$ cat src/hdl/n2w_pkg.sv
// Shared types and word codes for the number-to-words block.
// No dependencies.
`timescale 1ns / 1ps

package n2w_pkg;

  localparam int BIN_W  = 31;
  localparam int DIGITS = 10;
  localparam int CODE_W = 5;
  localparam int CNT_W  = $clog2(BIN_W);

  // Word codes.
  localparam logic [CODE_W-1:0] W_ZERO      = 5'd0;
  localparam logic [CODE_W-1:0] W_TEEN_BASE = 5'd10;
  localparam logic [CODE_W-1:0] W_TENS_BASE = 5'd18;  // Twenty is tens digit two
  localparam logic [CODE_W-1:0] W_HUNDRED   = 5'd28;
  localparam logic [CODE_W-1:0] W_BILLION   = 5'd31;

  typedef logic [3:0] bcd_digit_t;
  typedef bcd_digit_t [DIGITS-1:0] bcd_word_t;

  typedef struct packed {
    logic [CODE_W-1:0] code;
    logic              last;
  } tok_t;

endpackage

$ cat src/hdl/n2w_stream_if.sv
// Handshake channels for the number-to-words block: number in, words out.
// Depends on n2w_pkg.
`timescale 1ns / 1ps

interface n2w_in_if;
  import n2w_pkg::*;
  logic             valid;
  logic             ready;
  logic [BIN_W-1:0] number_value;
  modport source (output valid, output number_value, input ready);
  modport sink (input valid, input number_value, output ready);
endinterface

interface n2w_out_if;
  import n2w_pkg::*;
  logic              valid;
  logic              ready;
  logic [CODE_W-1:0] word_code;
  logic              last_word;
  modport source (output valid, output word_code, output last_word, input ready);
  modport sink (input valid, input word_code, input last_word, output ready);
endinterface

$ cat src/hdl/n2w_bcd.sv
// Iterative binary to BCD converter, shift-and-add-three, one bit per cycle.
// Depends on n2w_pkg.
`timescale 1ns / 1ps

module n2w_bcd
  import n2w_pkg::*;
(
  input  logic             clk,
  input  logic             rst_n,
  input  logic             start,
  input  logic [BIN_W-1:0] bin,
  output logic             done,
  output bcd_word_t        digits
);

  localparam logic [CNT_W-1:0] LAST_CNT = CNT_W'(BIN_W - 1);

  logic                   busy_r;
  logic                   done_r;
  logic [CNT_W-1:0]       cnt_r;
  logic [BIN_W-1:0]       bin_r;
  bcd_word_t              bcd_r;
  logic [DIGITS*4-1:0]    adj;
  bcd_word_t              bcd_nxt;

  // Add three to every digit of five or more, then shift in the next bit.
  always_comb begin
    for (int i = 0; i < DIGITS; i++) begin
      adj[i*4 +: 4] = (bcd_r[i] >= 4'd5) ? bcd_r[i] + 4'd3 : bcd_r[i];
    end
    bcd_nxt = bcd_word_t'({adj[DIGITS*4-2:0], bin_r[BIN_W-1]});
  end

  // Control: count the shifts and pulse done after the last one.
  always_ff @(posedge clk) begin
    if (!rst_n) begin
      busy_r <= 1'b0;
      done_r <= 1'b0;
      cnt_r  <= '0;
    end else begin
      done_r <= 1'b0;
      if (start) begin
        busy_r <= 1'b1;
        cnt_r  <= '0;
      end else if (busy_r) begin
        cnt_r <= cnt_r + 1'b1;
        if (cnt_r == LAST_CNT) begin
          busy_r <= 1'b0;
          done_r <= 1'b1;
        end
      end
    end
  end

  // Datapath: shift register for the binary value and the digit register.
  always_ff @(posedge clk) begin
    if (start) begin
      bin_r <= bin;
      bcd_r <= '0;
    end else if (busy_r) begin
      bin_r <= {bin_r[BIN_W-2:0], 1'b0};
      bcd_r <= bcd_nxt;
    end
  end

  assign done   = done_r;
  assign digits = bcd_r;

endmodule

$ cat src/hdl/n2w_emit.sv
// Word sequencer: walks the billion, million, thousand and unit groups of
// the decimal digits and emits at most one word item per step. Depends on n2w_pkg.
`timescale 1ns / 1ps

module n2w_emit
  import n2w_pkg::*;
(
  input  logic      clk,
  input  logic      rst_n,
  input  logic      start,
  input  bcd_word_t digits,
  output logic      done,
  output logic      tok_valid,
  input  logic      tok_ready,
  output tok_t      tok
);

  // Steps within one group, plus the lone Zero word and idle.
  localparam logic [2:0] PH_HD   = 3'd0;  // hundreds digit
  localparam logic [2:0] PH_HW   = 3'd1;  // Hundred
  localparam logic [2:0] PH_TN   = 3'd2;  // unit, teen or tens word
  localparam logic [2:0] PH_UN   = 3'd3;  // unit after a tens word
  localparam logic [2:0] PH_SC   = 3'd4;  // scale word
  localparam logic [2:0] PH_ZERO = 3'd5;
  localparam logic [2:0] PH_IDLE = 3'd6;

  localparam logic [1:0] GRP_UNIT = 2'd3;

  logic [2:0]        phase_r, phase_nxt;
  logic [1:0]        grp_r, grp_nxt;
  logic              out_valid_r;
  tok_t              out_tok_r;
  logic [3:0]        grp_nz;
  bcd_digit_t        h, t, u;
  logic              has_hd, has_tn, has_un, has_sc;
  logic              lower_nz, more, cur_has, cur_last;
  logic [CODE_W-1:0] cur_code, tn_code;
  logic              slot_free, stall, emit, fin;

  // Which groups hold a non-zero value; billion is group 0.
  assign grp_nz[0] = (digits[9] != 4'd0);
  assign grp_nz[1] = |{digits[8], digits[7], digits[6]};
  assign grp_nz[2] = |{digits[5], digits[4], digits[3]};
  assign grp_nz[3] = |{digits[2], digits[1], digits[0]};

  // Digits and later non-zero groups for the current group.
  always_comb begin
    unique case (grp_r)
      2'd0: begin
        h = 4'd0;      t = 4'd0;      u = digits[9];
        lower_nz = |grp_nz[3:1];
      end
      2'd1: begin
        h = digits[8]; t = digits[7]; u = digits[6];
        lower_nz = |grp_nz[3:2];
      end
      2'd2: begin
        h = digits[5]; t = digits[4]; u = digits[3];
        lower_nz = grp_nz[3];
      end
      default: begin
        h = digits[2]; t = digits[1]; u = digits[0];
        lower_nz = 1'b0;
      end
    endcase
  end

  // Which steps of this group give a word.
  assign has_hd = (h != 4'd0);
  assign has_tn = (t != 4'd0) || (u != 4'd0);
  assign has_un = (t >= 4'd2) && (u != 4'd0);
  assign has_sc = (grp_r != GRP_UNIT) && grp_nz[grp_r];

  always_comb begin
    if (t == 4'd0) begin
      tn_code = {1'b0, u};
    end else if (t == 4'd1) begin
      tn_code = W_TEEN_BASE + {1'b0, u};
    end else begin
      tn_code = W_TENS_BASE + {1'b0, t};
    end
  end

  // Word of the current step and whether any word follows it.
  always_comb begin
    cur_has  = 1'b0;
    cur_code = W_ZERO;
    more     = 1'b0;
    unique case (phase_r)
      PH_HD: begin
        cur_has  = has_hd;
        cur_code = {1'b0, h};
        more     = has_hd | has_tn | has_un | has_sc;
      end
      PH_HW: begin
        cur_has  = has_hd;
        cur_code = W_HUNDRED;
        more     = has_tn | has_un | has_sc;
      end
      PH_TN: begin
        cur_has  = has_tn;
        cur_code = tn_code;
        more     = has_un | has_sc;
      end
      PH_UN: begin
        cur_has  = has_un;
        cur_code = {1'b0, u};
        more     = has_sc;
      end
      PH_SC: begin
        cur_has  = has_sc;
        cur_code = W_BILLION - {3'b000, grp_r};
      end
      PH_ZERO: begin
        cur_has  = 1'b1;
        cur_code = W_ZERO;
      end
      default: begin
        cur_has = 1'b0;
      end
    endcase
    cur_last = (phase_r == PH_ZERO) || !(more || lower_nz);
  end

  assign slot_free = !out_valid_r || tok_ready;
  assign stall     = cur_has && !slot_free;
  assign emit      = cur_has && slot_free;

  // Step sequencing; a group that is zero is passed over in one step.
  always_comb begin
    phase_nxt = phase_r;
    grp_nxt   = grp_r;
    fin       = 1'b0;
    if (start) begin
      phase_nxt = (grp_nz == 4'd0) ? PH_ZERO : PH_HD;
      grp_nxt   = 2'd0;
    end else if (phase_r != PH_IDLE && !stall) begin
      if (emit && cur_last) begin
        phase_nxt = PH_IDLE;
        fin       = 1'b1;
      end else begin
        unique case (phase_r)
          PH_HD: begin
            if (grp_nz[grp_r]) begin
              phase_nxt = PH_HW;
            end else if (grp_r == GRP_UNIT) begin
              phase_nxt = PH_IDLE;
              fin       = 1'b1;
            end else begin
              grp_nxt = grp_r + 2'd1;
            end
          end
          PH_HW: phase_nxt = PH_TN;
          PH_TN: phase_nxt = PH_UN;
          PH_UN: phase_nxt = PH_SC;
          PH_SC: begin
            if (grp_r == GRP_UNIT) begin
              phase_nxt = PH_IDLE;
              fin       = 1'b1;
            end else begin
              phase_nxt = PH_HD;
              grp_nxt   = grp_r + 2'd1;
            end
          end
          default: begin
            phase_nxt = PH_IDLE;
            fin       = 1'b1;
          end
        endcase
      end
    end
  end

  always_ff @(posedge clk) begin
    if (!rst_n) begin
      phase_r     <= PH_IDLE;
      grp_r       <= 2'd0;
      out_valid_r <= 1'b0;
    end else begin
      phase_r <= phase_nxt;
      grp_r   <= grp_nxt;
      if (emit) begin
        out_valid_r <= 1'b1;
      end else if (tok_ready) begin
        out_valid_r <= 1'b0;
      end
    end
  end

  // Output register holds a word item until it is taken.
  always_ff @(posedge clk) begin
    if (emit) begin
      out_tok_r <= '{code: cur_code, last: cur_last};
    end
  end

  assign done      = fin;
  assign tok_valid = out_valid_r;
  assign tok       = out_tok_r;

endmodule

$ cat src/hdl/number_to_english_words_core.sv
// Number to English words: one item in, its word items out, last one flagged.
// Binary-to-decimal shifting in the add-three converter comes first, then the word steps,
// and output stalls can hold the word steps. A new number is taken only after the last
// word of the previous one has entered the output register. Synchronous reset clears
// all control.
// Depends on n2w_pkg, n2w_stream_if, n2w_bcd and n2w_emit.
`timescale 1ns / 1ps

module number_to_english_words_core
  import n2w_pkg::*;
(
  input  logic      clk,
  input  logic      rst_n,
  n2w_in_if.sink    in_chan,
  n2w_out_if.source out_chan
);

  localparam logic [1:0] ST_IDLE = 2'd0;
  localparam logic [1:0] ST_CONV = 2'd1;
  localparam logic [1:0] ST_EMIT = 2'd2;

  logic [1:0] state_r, state_nxt;
  logic       in_acc;
  logic       bcd_done;
  bcd_word_t  digits;
  logic       emit_done;
  logic       tok_valid;
  tok_t       tok;

  assign in_chan.ready = (state_r == ST_IDLE);
  assign in_acc        = in_chan.valid && in_chan.ready;

  n2w_bcd u_bcd (
    .clk    (clk),
    .rst_n  (rst_n),
    .start  (in_acc),
    .bin    (in_chan.number_value),
    .done   (bcd_done),
    .digits (digits)
  );

  n2w_emit u_emit (
    .clk       (clk),
    .rst_n     (rst_n),
    .start     (bcd_done),
    .digits    (digits),
    .done      (emit_done),
    .tok_valid (tok_valid),
    .tok_ready (out_chan.ready),
    .tok       (tok)
  );

  // Top sequencer: convert, then emit words, then take the next item.
  always_comb begin
    state_nxt = state_r;
    unique case (state_r)
      ST_IDLE: if (in_acc) state_nxt = ST_CONV;
      ST_CONV: if (bcd_done) state_nxt = ST_EMIT;
      ST_EMIT: if (emit_done) state_nxt = ST_IDLE;
      default: state_nxt = ST_IDLE;
    endcase
  end

  always_ff @(posedge clk) begin
    if (!rst_n) begin
      state_r <= ST_IDLE;
    end else begin
      state_r <= state_nxt;
    end
  end

  assign out_chan.valid     = tok_valid;
  assign out_chan.word_code = tok.code;
  assign out_chan.last_word = tok.last;

endmodule

$ cat src/flat_wrapper.sv
// flat-port wrapper written by rule: the top's interface ports become plain ports
module number_to_english_words_core_flat import n2w_pkg::*;
  (clk, rst_n, in_chan_valid, in_chan_number_value, in_chan_ready, out_chan_valid, out_chan_word_code, out_chan_last_word, out_chan_ready);
  n2w_in_if in_chan_i ();
  n2w_out_if out_chan_i ();
  input  logic clk;
  input  logic rst_n;
  input wire logic [$bits(in_chan_i.valid)-1:0] in_chan_valid;
  input wire logic [$bits(in_chan_i.number_value)-1:0] in_chan_number_value;
  output wire logic [$bits(in_chan_i.ready)-1:0] in_chan_ready;
  output wire logic [$bits(out_chan_i.valid)-1:0] out_chan_valid;
  output wire logic [$bits(out_chan_i.word_code)-1:0] out_chan_word_code;
  output wire logic [$bits(out_chan_i.last_word)-1:0] out_chan_last_word;
  input wire logic [$bits(out_chan_i.ready)-1:0] out_chan_ready;
  assign in_chan_i.valid = in_chan_valid;
  assign in_chan_i.number_value = in_chan_number_value;
  assign in_chan_ready = in_chan_i.ready;
  assign out_chan_valid = out_chan_i.valid;
  assign out_chan_word_code = out_chan_i.word_code;
  assign out_chan_last_word = out_chan_i.last_word;
  assign out_chan_i.ready = out_chan_ready;
  number_to_english_words_core u_core (.clk(clk), .rst_n(rst_n), .in_chan(in_chan_i), .out_chan(out_chan_i));
endmodule
$ cat config.mk
export PLATFORM = sky130hd
export DESIGN_NAME = number_to_english_words_core_flat
export DESIGN_NICKNAME = d
export VERILOG_FILES = /design/src/hdl/n2w_pkg.sv /design/src/hdl/n2w_stream_if.sv /design/src/hdl/n2w_bcd.sv /design/src/hdl/n2w_emit.sv /design/src/hdl/number_to_english_words_core.sv /design/src/flat_wrapper.sv
export SDC_FILE = /design/constraint.sdc
export NUM_CORES = 1
export LEC_CHECK = 0
export BUFFER_PORTS_ARGS = -buffer_cell sky130_fd_sc_hd__buf_2
export CAP_MARGIN = 20
export CORE_ASPECT_RATIO = 0.9
export CORE_MARGIN = 2
export CORE_UTILIZATION = 52
export CTS_CLUSTER_DIAMETER = 60
export DETAILED_ROUTE_END_ITERATION = 7
export PLACE_DENSITY_LB_ADDON = 0.2
export SYNTH_ARGS = -nofsm -noshare
export SYNTH_HDL_FRONTEND = slang
export SYNTH_HIERARCHICAL = 1
export SYNTH_SLANG_ARGS = --single-unit
$ cat constraint.sdc
create_clock -name clk -period 5.7 [get_ports clk]
set_input_delay 0.57 -clock clk [delete_from_list [all_inputs] [get_ports clk]]
set_output_delay 0.57 -clock clk [all_outputs]
set_load 0.01 [all_outputs]
==> results.tsv, run 1 <==
metric	value	unit
totalNegativeSetupSlack	0	ns
syn_nets	667	
num_vias	4785	
netlist_area	5704	um2
final_cell_mix	54 x dfxtp_1, 47 x nor2_1, 42 x buf_2, 40 x inv_1, 40 x o21ai_0	
synth-compound-area-share	21.98	%
combinationalPowerShare	25.7	%
critPathMaxStageDelay	0.63	ns
final.setup_skew	0.006818	ns
cts_buffers	9	
clock_sinks	92	
multi_input_area	3177	um2
swShare	33.54	%
syn_inst	604	
syn2layout_area_growth	9.498	%
ys.flop_type	dfxtp_1	
wirelength	13100	um
gp_congestion	0.9093	
utilization	58.02	%
fmax	297.7	MHz
worstHoldStart	in_chan_valid	
synth-xor-area-share	2.457	%
crit_slowest_cell	ha_1	
worstSkewPairLatency	0.35	ns
stdcell_area	6246	um2
io_pins	43	
wl_per_cell	17.03	um
ir_worst_vdd	223.7	uV
yosysWarningCount	6	
n_fill_cell	935	
dpl-instance-area	5939	um2
synth_top_family_by_area	compound AO/OA/AOI/OAI gates	
crit_required	5.94	ns
ant_nets	0	
nets	694	
grt_pass1_wl	20890	um
status	complete, no violations	
rows	36	
cp_num_buf_inv	1	
ys_types	72	
post-route-period-util	58.93	%
die_area	11820	um2
rsz0062_at_grt	no	
final_common_cell	dfxtp_1	
grt_overflow	0	
worstPathArrival	3.60	ns
path_max_fanout	21	
post_cts_buffers	0	
cts-hold-fix-buffers	0	
worstSetupStartpoint	u_core/u_emit/grp_r[0]	
tightest_slew	0.8112	ns
finalMaxSlewViolations	0	
drt_pass1_iterations	7	
grt_pass1_vias	4363	
drive_gt1_share	19.34	%
p_clk_share	30.7	%
drt_iter0_markers	376	
cp-start-kind	register	
pwr-share-seq	43.6	%
crit_type	register to register	
max-cap-violations	0	
pwr_density_cell	321.7	nW/um2
regArea	2213	um2
async_flop_share	0	%
synthSimpleGateAreaFrac	17.72	%
clockBufferDepth	2	
cp-end-kind	register	
antenna_found_initial	0	
ys_ff_latch	92	
p_int	1.336	mW
finalHoldViolCount	0	
min_path_type	input pin to register	
p_leak	2.191	nW
die_w	114.4	um
cts_htree_levels	3	
ys_seq_area_share	38.78	%
cts.clk_slew.worst_paths	0.07	ns
cts_tree	yes	
root_buffer	clkbuf_16	
synthMuxAreaShare	7.370	%
crit_family	compound AO/OA/AOI/OAI gates	
synth_edf_count	37	
grt_start_max_net_pins	69	
cts_resized	0	
timing.rr.start	u_core/u_emit/grp_r[0]	
synthAdderAreaFrac	6.142	%
core_area	10770	um2
port_buffers	42	
finalSetupViolations	0	
die_h	103.4	um
avgSynthCellArea	9.444	um2
drc	0	
n_antenna_cell	0	
start_util	52.99	%
post-dp-hpwl	9306	um
p_switching	673.9	uW
vias_per_cell	6.222	
layout_min_cycle_time	3.359	ns
gr-usage-all-layers	22.39	%
slew_headroom	45.92	%
path_cells	ha_1 > inv_1 > o21ai_1 > a31oi_1 > o211ai_2 > a21boi_2 > o31ai_4 > nor2_1 > a211o_1	
==> worst register-to-register path, stage by stage, from the launching register on <==
cell      delay, ns
dfxtp_1        0.40
ha_1           0.63
inv_1          0.37
o21ai_1        0.62
a31oi_1        0.21
o211ai_2       0.25
a21boi_2       0.15
o31ai_4        0.29
nor2_1         0.08
a211o_1        0.27
==> metrics by stage <==
stage / cells / total power [mW] / setup slack (ns) / hold slack [ns]
floorplan: 604 / 1.269 / 3.081 / 0.4563
global placement: 753 / 1.382 / 2.566 / 0.4763
detailed placement: 753 / 1.394 / 2.418 / 0.4829
CTS: 769 / 2.020 / 2.418 / 0.4616
global route: 769 / 2.111 / 2.098 / 0.4697
finish: 769 / 2.009 / 2.341 / 0.4768
==> power groups by stage <==
stage	clock network, mW	registers [mW]	logic, mW
after floorplan	0	0.840	0.429
after global placement	0	0.883	0.499
after CTS	0.637	0.872	0.511
after global routing	0.658	0.885	0.568
final	0.618	0.875	0.517
after detailed placement	0	0.886	0.508
==> flip-flops by register name, indices dropped and copies added (netlist names) <==
| register | count |
|---|---|
| u_core/state_r | 2 |
| u_core/u_bcd/bin_r | 31 |
| u_core/u_bcd/busy_r | 1 |
| u_core/u_bcd/cnt_r | 5 |
| u_core/u_bcd/digits | 40 |
| u_core/u_bcd/done | 1 |
| u_core/u_emit/grp_r | 2 |
| u_core/u_emit/phase_r | 3 |
| u_core/u_emit/tok | 6 |
| u_core/u_emit/tok_valid | 1 |
==> cells in the mapped netlist (13+ instances only) <==
master / number / area, um2
nor2_1: 47 / 176.4
nor3_1: 21 / 105.1
nand2b_1: 13 / 81.33
edfxtp_1: 37 / 1111
inv_1: 40 / 150.1
dfxtp_1: 55 / 1101
nand4_1: 16 / 100.1
a21oi_1: 31 / 155.2
o21ai_0: 40 / 200.2
ha_1: 28 / 350.3
mux2_2: 30 / 337.8
nand3_1: 13 / 65.06
o22ai_1: 13 / 81.33
a31oi_1: 13 / 81.33
nand2_1: 38 / 142.6
==> path summary, 6_finish.rpt <==
kind                         endpoint  slack [ns]  cells after the start
max          u_core/u_emit/phase_r[1]        2.34                      9
min                 u_core/state_r[0]        0.48                      3
max reg2reg  u_core/u_emit/phase_r[1]        2.34                      9
min reg2reg    u_core/u_bcd/digits[0]        0.49                      2
==> logic make-up after synthesis <==
| group | after synthesis |
|---|---|
| xor+xnor | 16 |
| compound gates | 171 |
| simple gates | 190 |
| flops | 92 |
| fa+ha+maj | 28 |
| mux | 37 |
| buf+inv | 70 |
==> routing by layer <==
layer	part of all wire, %	global-route usage [%]	vias up
li1	-	-	2314
met1	45	28.26	2300
met2	48	37.82	156
met3	5.7	6.410	15
met4	1.0	6.285	0
met5	0	0	-
==> final cells by class <==
cell class / count / share of cell area, %
Inverter: 42 / 2.524
Tap cell: 133 / 2.664
Timing Repair Buffer: 44 / 3.606
Multi-Input combinational cell: 442 / 50.86
Sequential cell: 92 / 35.44
Clock buffer: 10 / 3.666
Clock inverter: 6 / 1.242
Note: power is estimated with default switching activity, not from simulation.
==> inputs of run 2 (changes only) <==
clock period = 3.5 ns   (was 5.7 ns; I/O delays follow)
==> run 2 against run 1 <==
Effect of this change: first-iteration DRC count increased by 12%; fmax increased by 7.5%; setup slack worse by 2.0 ns; die area unchanged; critical path depth is 2 higher; non-clock buffer count is 5 higher; total power rose by 58%; via count up 0.15%; final area hardly changed; cell count increased by 0.65%; wire length down 1.1%; flip-flop and latch count unchanged; critical path type unchanged; critical endpoint is now u_core/state_r[1]; largest cell class unchanged.
==> results.tsv, run 2 (same netlist as run 1, synthesis figures left out) <==
metric	value	unit	change
status	complete, no violations		
antenna_found_initial	0		unchanged
regArea	2213	um2	unchanged
nets	699		+0.72%
post_cts_buffers	0		unchanged
wl_per_cell	16.73	um	-1.8%
p_int	2.095	mW	+57%
rows	36		unchanged
worst-r2r-cell-count	11		+2
grt_overflow	0		unchanged
drc	0		unchanged
cts_htree_levels	3		unchanged
combinationalPowerShare	26.2	%	+0.5 points
ant_nets	0		unchanged
crit_type	register to register		
num_vias	4792		+0.15%
gp_congestion	0.8720		-4.1%
largest_reg_flops	40		unchanged
final.setup_skew	0.01261	ns	+0.005789 ns
final_cell_mix	54 x dfxtp_1, 47 x nor2_1, 42 x buf_2, 40 x inv_1, 40 x o21ai_0		
use_met2	35.59	%	-2.2 points
n_fill_cell	910		-2.7%
slew_headroom	53.45	%	+7.5 points
post-place-ws	0.4468	ns	-1.971 ns
timing.rr.start	u_core/u_emit/grp_r[1]		
cp-start-kind	register		
io_pins	43		unchanged
fmax	319.9	MHz	+7.5%
max-cap-violations	0		unchanged
die_w	114.4	um	unchanged
finalHoldViolCount	0		unchanged
path_max_fanout	13		-38%
p_leak	2.197	nW	+0.27%
crit_required	3.74	ns	-2.20 ns
layout_min_cycle_time	3.126	ns	-0.2330 ns
p_clk_share	28.8	%	-1.9 points
cp-end-kind	register		
swShare	34.15	%	+0.62 points
gr-usage-all-layers	21.94	%	-0.45 points
tightest_slew	0.6983	ns	-0.1129 ns
ir_worst_vdd	280.7	uV	+25%
drt_iter0_markers	421		+12%
fin_ws	0.3740	ns	-1.967 ns
die_area	11820	um2	unchanged
cts-hold-fix-buffers	0		unchanged
finalMaxSlewViolations	0		unchanged
post-route-period-util	89.31	%	+30 points
die_h	103.4	um	unchanged
grt_pass1_wl	20840	um	-0.26%
reg2reg_slack	0.37	ns	-1.97 ns
reg2reg_to	u_core/state_r[1]		
grtUsageMet1	29.75	%	+1.5 points
totalNegativeSetupSlack	0	ns	unchanged
busiest_layer	met2		
worstHoldStart	in_chan_valid		
p_switching	1.086	mW	+61%
multi_input_area	3177	um2	unchanged
port_buffers	42		unchanged
n_antenna_cell	0		unchanged
start_util	52.99	%	unchanged
wirelength	12950	um	-1.1%
grt_pass1_vias	4307		-1.3%
dpl-instance-area	5977	um2	+0.63%
rsz0062_at_grt	no		
utilization	58.07	%	about the same
pwr_density_cell	508.9	nW/um2	+58%
worstSkewPairLatency	0.34	ns	about the same
core_area	10770	um2	unchanged
root_buffer	clkbuf_16		
drive_gt1_share	19.81	%	+0.47 points
clock_sinks	92		unchanged
drt_pass1_iterations	7		unchanged
grt_start_max_net_pins	37		-46%
final_common_cell	dfxtp_1		
vias_per_cell	6.191		-0.50%
finalSetupViolations	0		unchanged
cts_resized	0		unchanged
post-dp-hpwl	9271	um	-0.38%
stdcell_area	6251	um2	about the same
met3_usage	4.371	%	-2.0 points
cts.clk_slew.worst_paths	0.07	ns	about the same
clockBufferDepth	2		unchanged
cts_buffers	9		unchanged
pwr-share-seq	45.1	%	+1.5 points
cts_tree	yes		
min_path_type	input pin to register		
worstPathArrival	3.36	ns	-0.24 ns
hold_path_depth	3		unchanged
min_to	u_core/state_r[0]		
syn2layout_area_growth	9.586	%	about the same
## run 2: worst max-delay path by stage
stage,startpoint,end,slack [ns],depth (start not counted)
4_1_cts,u_core/u_emit/grp_r[1],u_core/state_r[1],0.43,11
3_3_place_gp,u_core/u_emit/grp_r[1],u_core/state_r[1],0.56,11
6_report,u_core/u_emit/grp_r[1],u_core/state_r[1],0.37,11
3_5_place_dp,u_core/u_emit/grp_r[1],u_core/state_r[1],0.45,11
5_1_grt,u_core/u_emit/grp_r[1],u_core/state_r[1],0.16,11
2_1_floorplan,u_core/u_emit/grp_r[0],u_core/u_emit/phase_r[1],0.88,11
## run 2: power by group through the flow
stage | clock, mW | combinational [mW] | sequential, mW
after floorplan | 0 | 0.698 | 1.37
after global placement | 0 | 0.808 | 1.44
after detailed placement | 0 | 0.820 | 1.45
after CTS | 0.936 | 0.824 | 1.43
after global routing | 0.976 | 0.919 | 1.45
final | 0.915 | 0.832 | 1.43
## run 2: metal layers
layer | part of all wire, % | vias to the layer above | wire (um)
li1 | - | 2321 | -
met5 | 0 | - | 0
met1 | 46 | 2269 | 5977
met2 | 47 | 183 | 6059
met4 | 1.2 | 0 | 151
met3 | 5.9 | 19 | 759
## run 2: through the flow
step,total power [mW],cells,hold WS [ns]
2_1_floorplan,2.067,604,0.4563
3_3_place_gp,2.253,758,0.4805
3_5_place_dp,2.271,758,0.4746
4_1_cts,3.190,774,0.2584
5_1_grt,3.348,774,0.2662
6_report,3.181,774,0.2696
## run 2: worst max-delay path, cell delays in order, from the launching register on
cell and delay, ns:
dfxtp_1 0.37, inv_1 0.12, ha_1 0.35, a222oi_1 0.51, a31oi_1 0.18, or3_1 0.39, o211ai_2 0.27, a21boi_2 0.16
nor3_1 0.27, a21boi_1 0.21, nand4bb_1 0.14, nand2_1 0.05
## run 2: area by class of cell
class	instances	area share, %
clock buffer	9	3.603
clock inverter	7	0.7806
inverter	42	2.522
multi-input combinational	442	50.82
sequential	92	35.41
tap	133	2.662
timing repair buffer	49	4.203
==> inputs of run 3 (changes only) <==
CORE_ASPECT_RATIO = 0.6   (was 0.9)
==> run 3 against run 2 <==
Effect of this change: combinational power increased by 4.1%; clock skew down 0.0047 ns; non-clock buffer count fell by 3; clock power up 27%; total power rose by 8.8%; wire length up 10%; critical path depth did not move; global-route usage grew 2.7 points; sequential share of layout area is 0.45 points lower; highest routed layer unchanged.
==> results.tsv, run 3 (same netlist as run 1, synthesis figures left out) <==
metric	value	unit	change
drt_pass1_iterations	6		-1
finalMaxSlewViolations	0		unchanged
antenna_found_initial	0		unchanged
gr-usage-all-layers	24.63	%	+2.7 points
final.setup_skew	0.007896	ns	-0.004712 ns
start_util	53.65	%	+0.67 points
pwr-share-seq	41.4	%	-3.7 points
fin_ws	0.3285	ns	-0.04549 ns
cts_resized	0		unchanged
path_max_fanout	13		unchanged
finalSetupViolations	0		unchanged
rsz0062_at_grt	no		
cp-end-kind	register		
post-route-period-util	90.61	%	+1.3 points
cts-hold-fix-buffers	0		unchanged
ir_worst_vdd	339.9	uV	+21%
vias_per_cell	6.362		+2.8%
min_path_type	input pin to register		
largest_reg_flops	40		unchanged
regArea	2213	um2	unchanged
crit_slowest_cell	a222oi_1		
grt_pass1_vias	4542		+5.5%
num_vias	4943		+3.2%
p_switching	1.140	mW	+4.9%
port_buffers	42		unchanged
dp_cells	761		+0.40%
p_int	2.321	mW	+11%
grt_start_max_net_pins	65		+76%
cts.clk_slew.worst_paths	0.07	ns	about the same
final_common_cell	dfxtp_1		
tightest_slew	0.7785	ns	+0.08021 ns
slew_headroom	48.10	%	-5.3 points
drc	0		unchanged
pwr_density_cell	546.6	nW/um2	+7.4%
clockBufferDepth	2		unchanged
p_clk_share	33.5	%	+4.7 points
drt_iter0_markers	652		+55%
cp_num_buf_inv	1		unchanged
worstSkewPairLatency	0.35	ns	about the same
cp-start-kind	register		
die_h	85.13	um	-18%
gp_congestion	0.9625		+10%
grt_overflow	0		unchanged
ant_nets	0		unchanged
crit_family	compound AO/OA/AOI/OAI gates		
totalNegativeSetupSlack	0	ns	unchanged
clock_sinks	92		unchanged
cts_tree	yes		
n_fill_cell	927		+1.9%
die_w	139.2	um	+22%
combinationalPowerShare	25.0	%	-1.2 points
io_pins	43		unchanged
worstPathArrival	3.41	ns	+0.05 ns
max-cap-violations	0		unchanged
critPathMaxStageDelay	0.50	ns	about the same
finalHoldViolCount	0		unchanged
post-dp-hpwl	10030	um	+8.2%
core_area	10630	um2	-1.2%
wirelength	14260	um	+10%
grt_pass1_wl	23340	um	+12%
post_cts_buffers	0		unchanged
swShare	32.93	%	-1.2 points
path_cells	inv_1 > ha_1 > a222oi_1 > a32oi_1 > or3_1 > o211ai_2 > a21boi_2 > nor3_2 > a21boi_1 > nand4bb_1 > nand2_1		
finalNonFillerCells	777		+0.39%
wl_per_cell	18.35	um	+9.7%
root_buffer	clkbuf_16		
multi_input_area	3182	um2	+0.16%
rows	29		-19%
drive_gt1_share	19.91	%	+0.093 points
cts_buffers	9		unchanged
n_antenna_cell	0		unchanged
post-place-ws	0.4648	ns	+0.01795 ns
final_cell_mix	54 x dfxtp_1, 47 x nor2_1, 42 x buf_2, 40 x inv_1, 40 x o21ai_0		
die_area	11850	um2	+0.23%
nets	696		-0.43%
cts_htree_levels	3		unchanged
status	complete, no violations		
syn2layout_area_growth	11.01	%	
layout_min_cycle_time	3.171	ns	+0.04549 ns
crit_type	register to register		
fmax	315.3	MHz	-1.4%
p_leak	2.234	nW	+1.7%
crit_required	3.74	ns	about the same
==> run 3: cell types whose count changed in the layout (fill, tap and decap cells not counted), sizes merged <==
cell / previous run / this run
buf: 49 / 46
inv: 44 / 45
bufinv: 0 / 3
clkinv: 3 / 1
clkinvlp: 2 / 0
==> run 3: layout make-up <==
type                            count  area share [%]
Inverter                           42           2.490
Timing Repair Buffer               46           3.991
Multi-Input combinational cell    442           50.25
Tap cell                          139           2.746
Sequential cell                    92           34.95
Clock inverter                      7           2.015
Clock buffer                        9           3.557
==> run 3: path summary, 6_finish.rpt <==
path	from	end	slack, ns	depth (start not counted)
worst max-delay path	u_core/u_emit/grp_r[1]	u_core/state_r[1]	0.33	11
worst min register to register	u_core/u_bcd/bin_r[30]	u_core/u_bcd/digits[0]	0.49	2
worst min-delay path	in_chan_valid	u_core/state_r[0]	0.28	3
worst max register to register	u_core/u_emit/grp_r[1]	u_core/state_r[1]	0.33	11
==> run 3: worst min-delay path, stage by stage <==
cell and delay [ns]:
buf_2 0.11, nand2b_2 0.07, a21oi_2 0.05
==> run 3: stage by stage <==
step	utilization [%]	total power [mW]	hold WS [ns]	cell area, um2
after floorplan	-	2.067	0.4563	5704
after global placement	56.20	2.257	0.4708	5974
after detailed placement	56.20	2.279	0.4851	5974
after CTS	59.52	3.445	0.2692	6327
after global routing	59.56	3.621	0.2759	6332
final	59.56	3.461	0.2778	6332
==> run 3: power groups by stage <==
stage / Combinational (mW) / Sequential (mW) / Clock, mW
detailed placement: 0.829 / 1.45 / 0
global placement: 0.811 / 1.45 / 0
floorplan: 0.698 / 1.37 / 0
CTS: 0.842 / 1.43 / 1.17
finish: 0.866 / 1.43 / 1.16
global route: 0.954 / 1.45 / 1.21
==> run 3: metal layers <==
| metal | part of all wire, % | vias to the layer above | global-route usage (%) | wire length, um |
|---|---|---|---|---|
| li1 | - | 2323 | - | - |
| met1 | 49 | 2362 | 37.10 | 7013 |
| met2 | 41 | 234 | 35.47 | 5869 |
| met3 | 7.9 | 24 | 5.361 | 1133 |
| met4 | 1.7 | 0 | 7.346 | 242 |
| met5 | 0 | - | 0 | 0 |
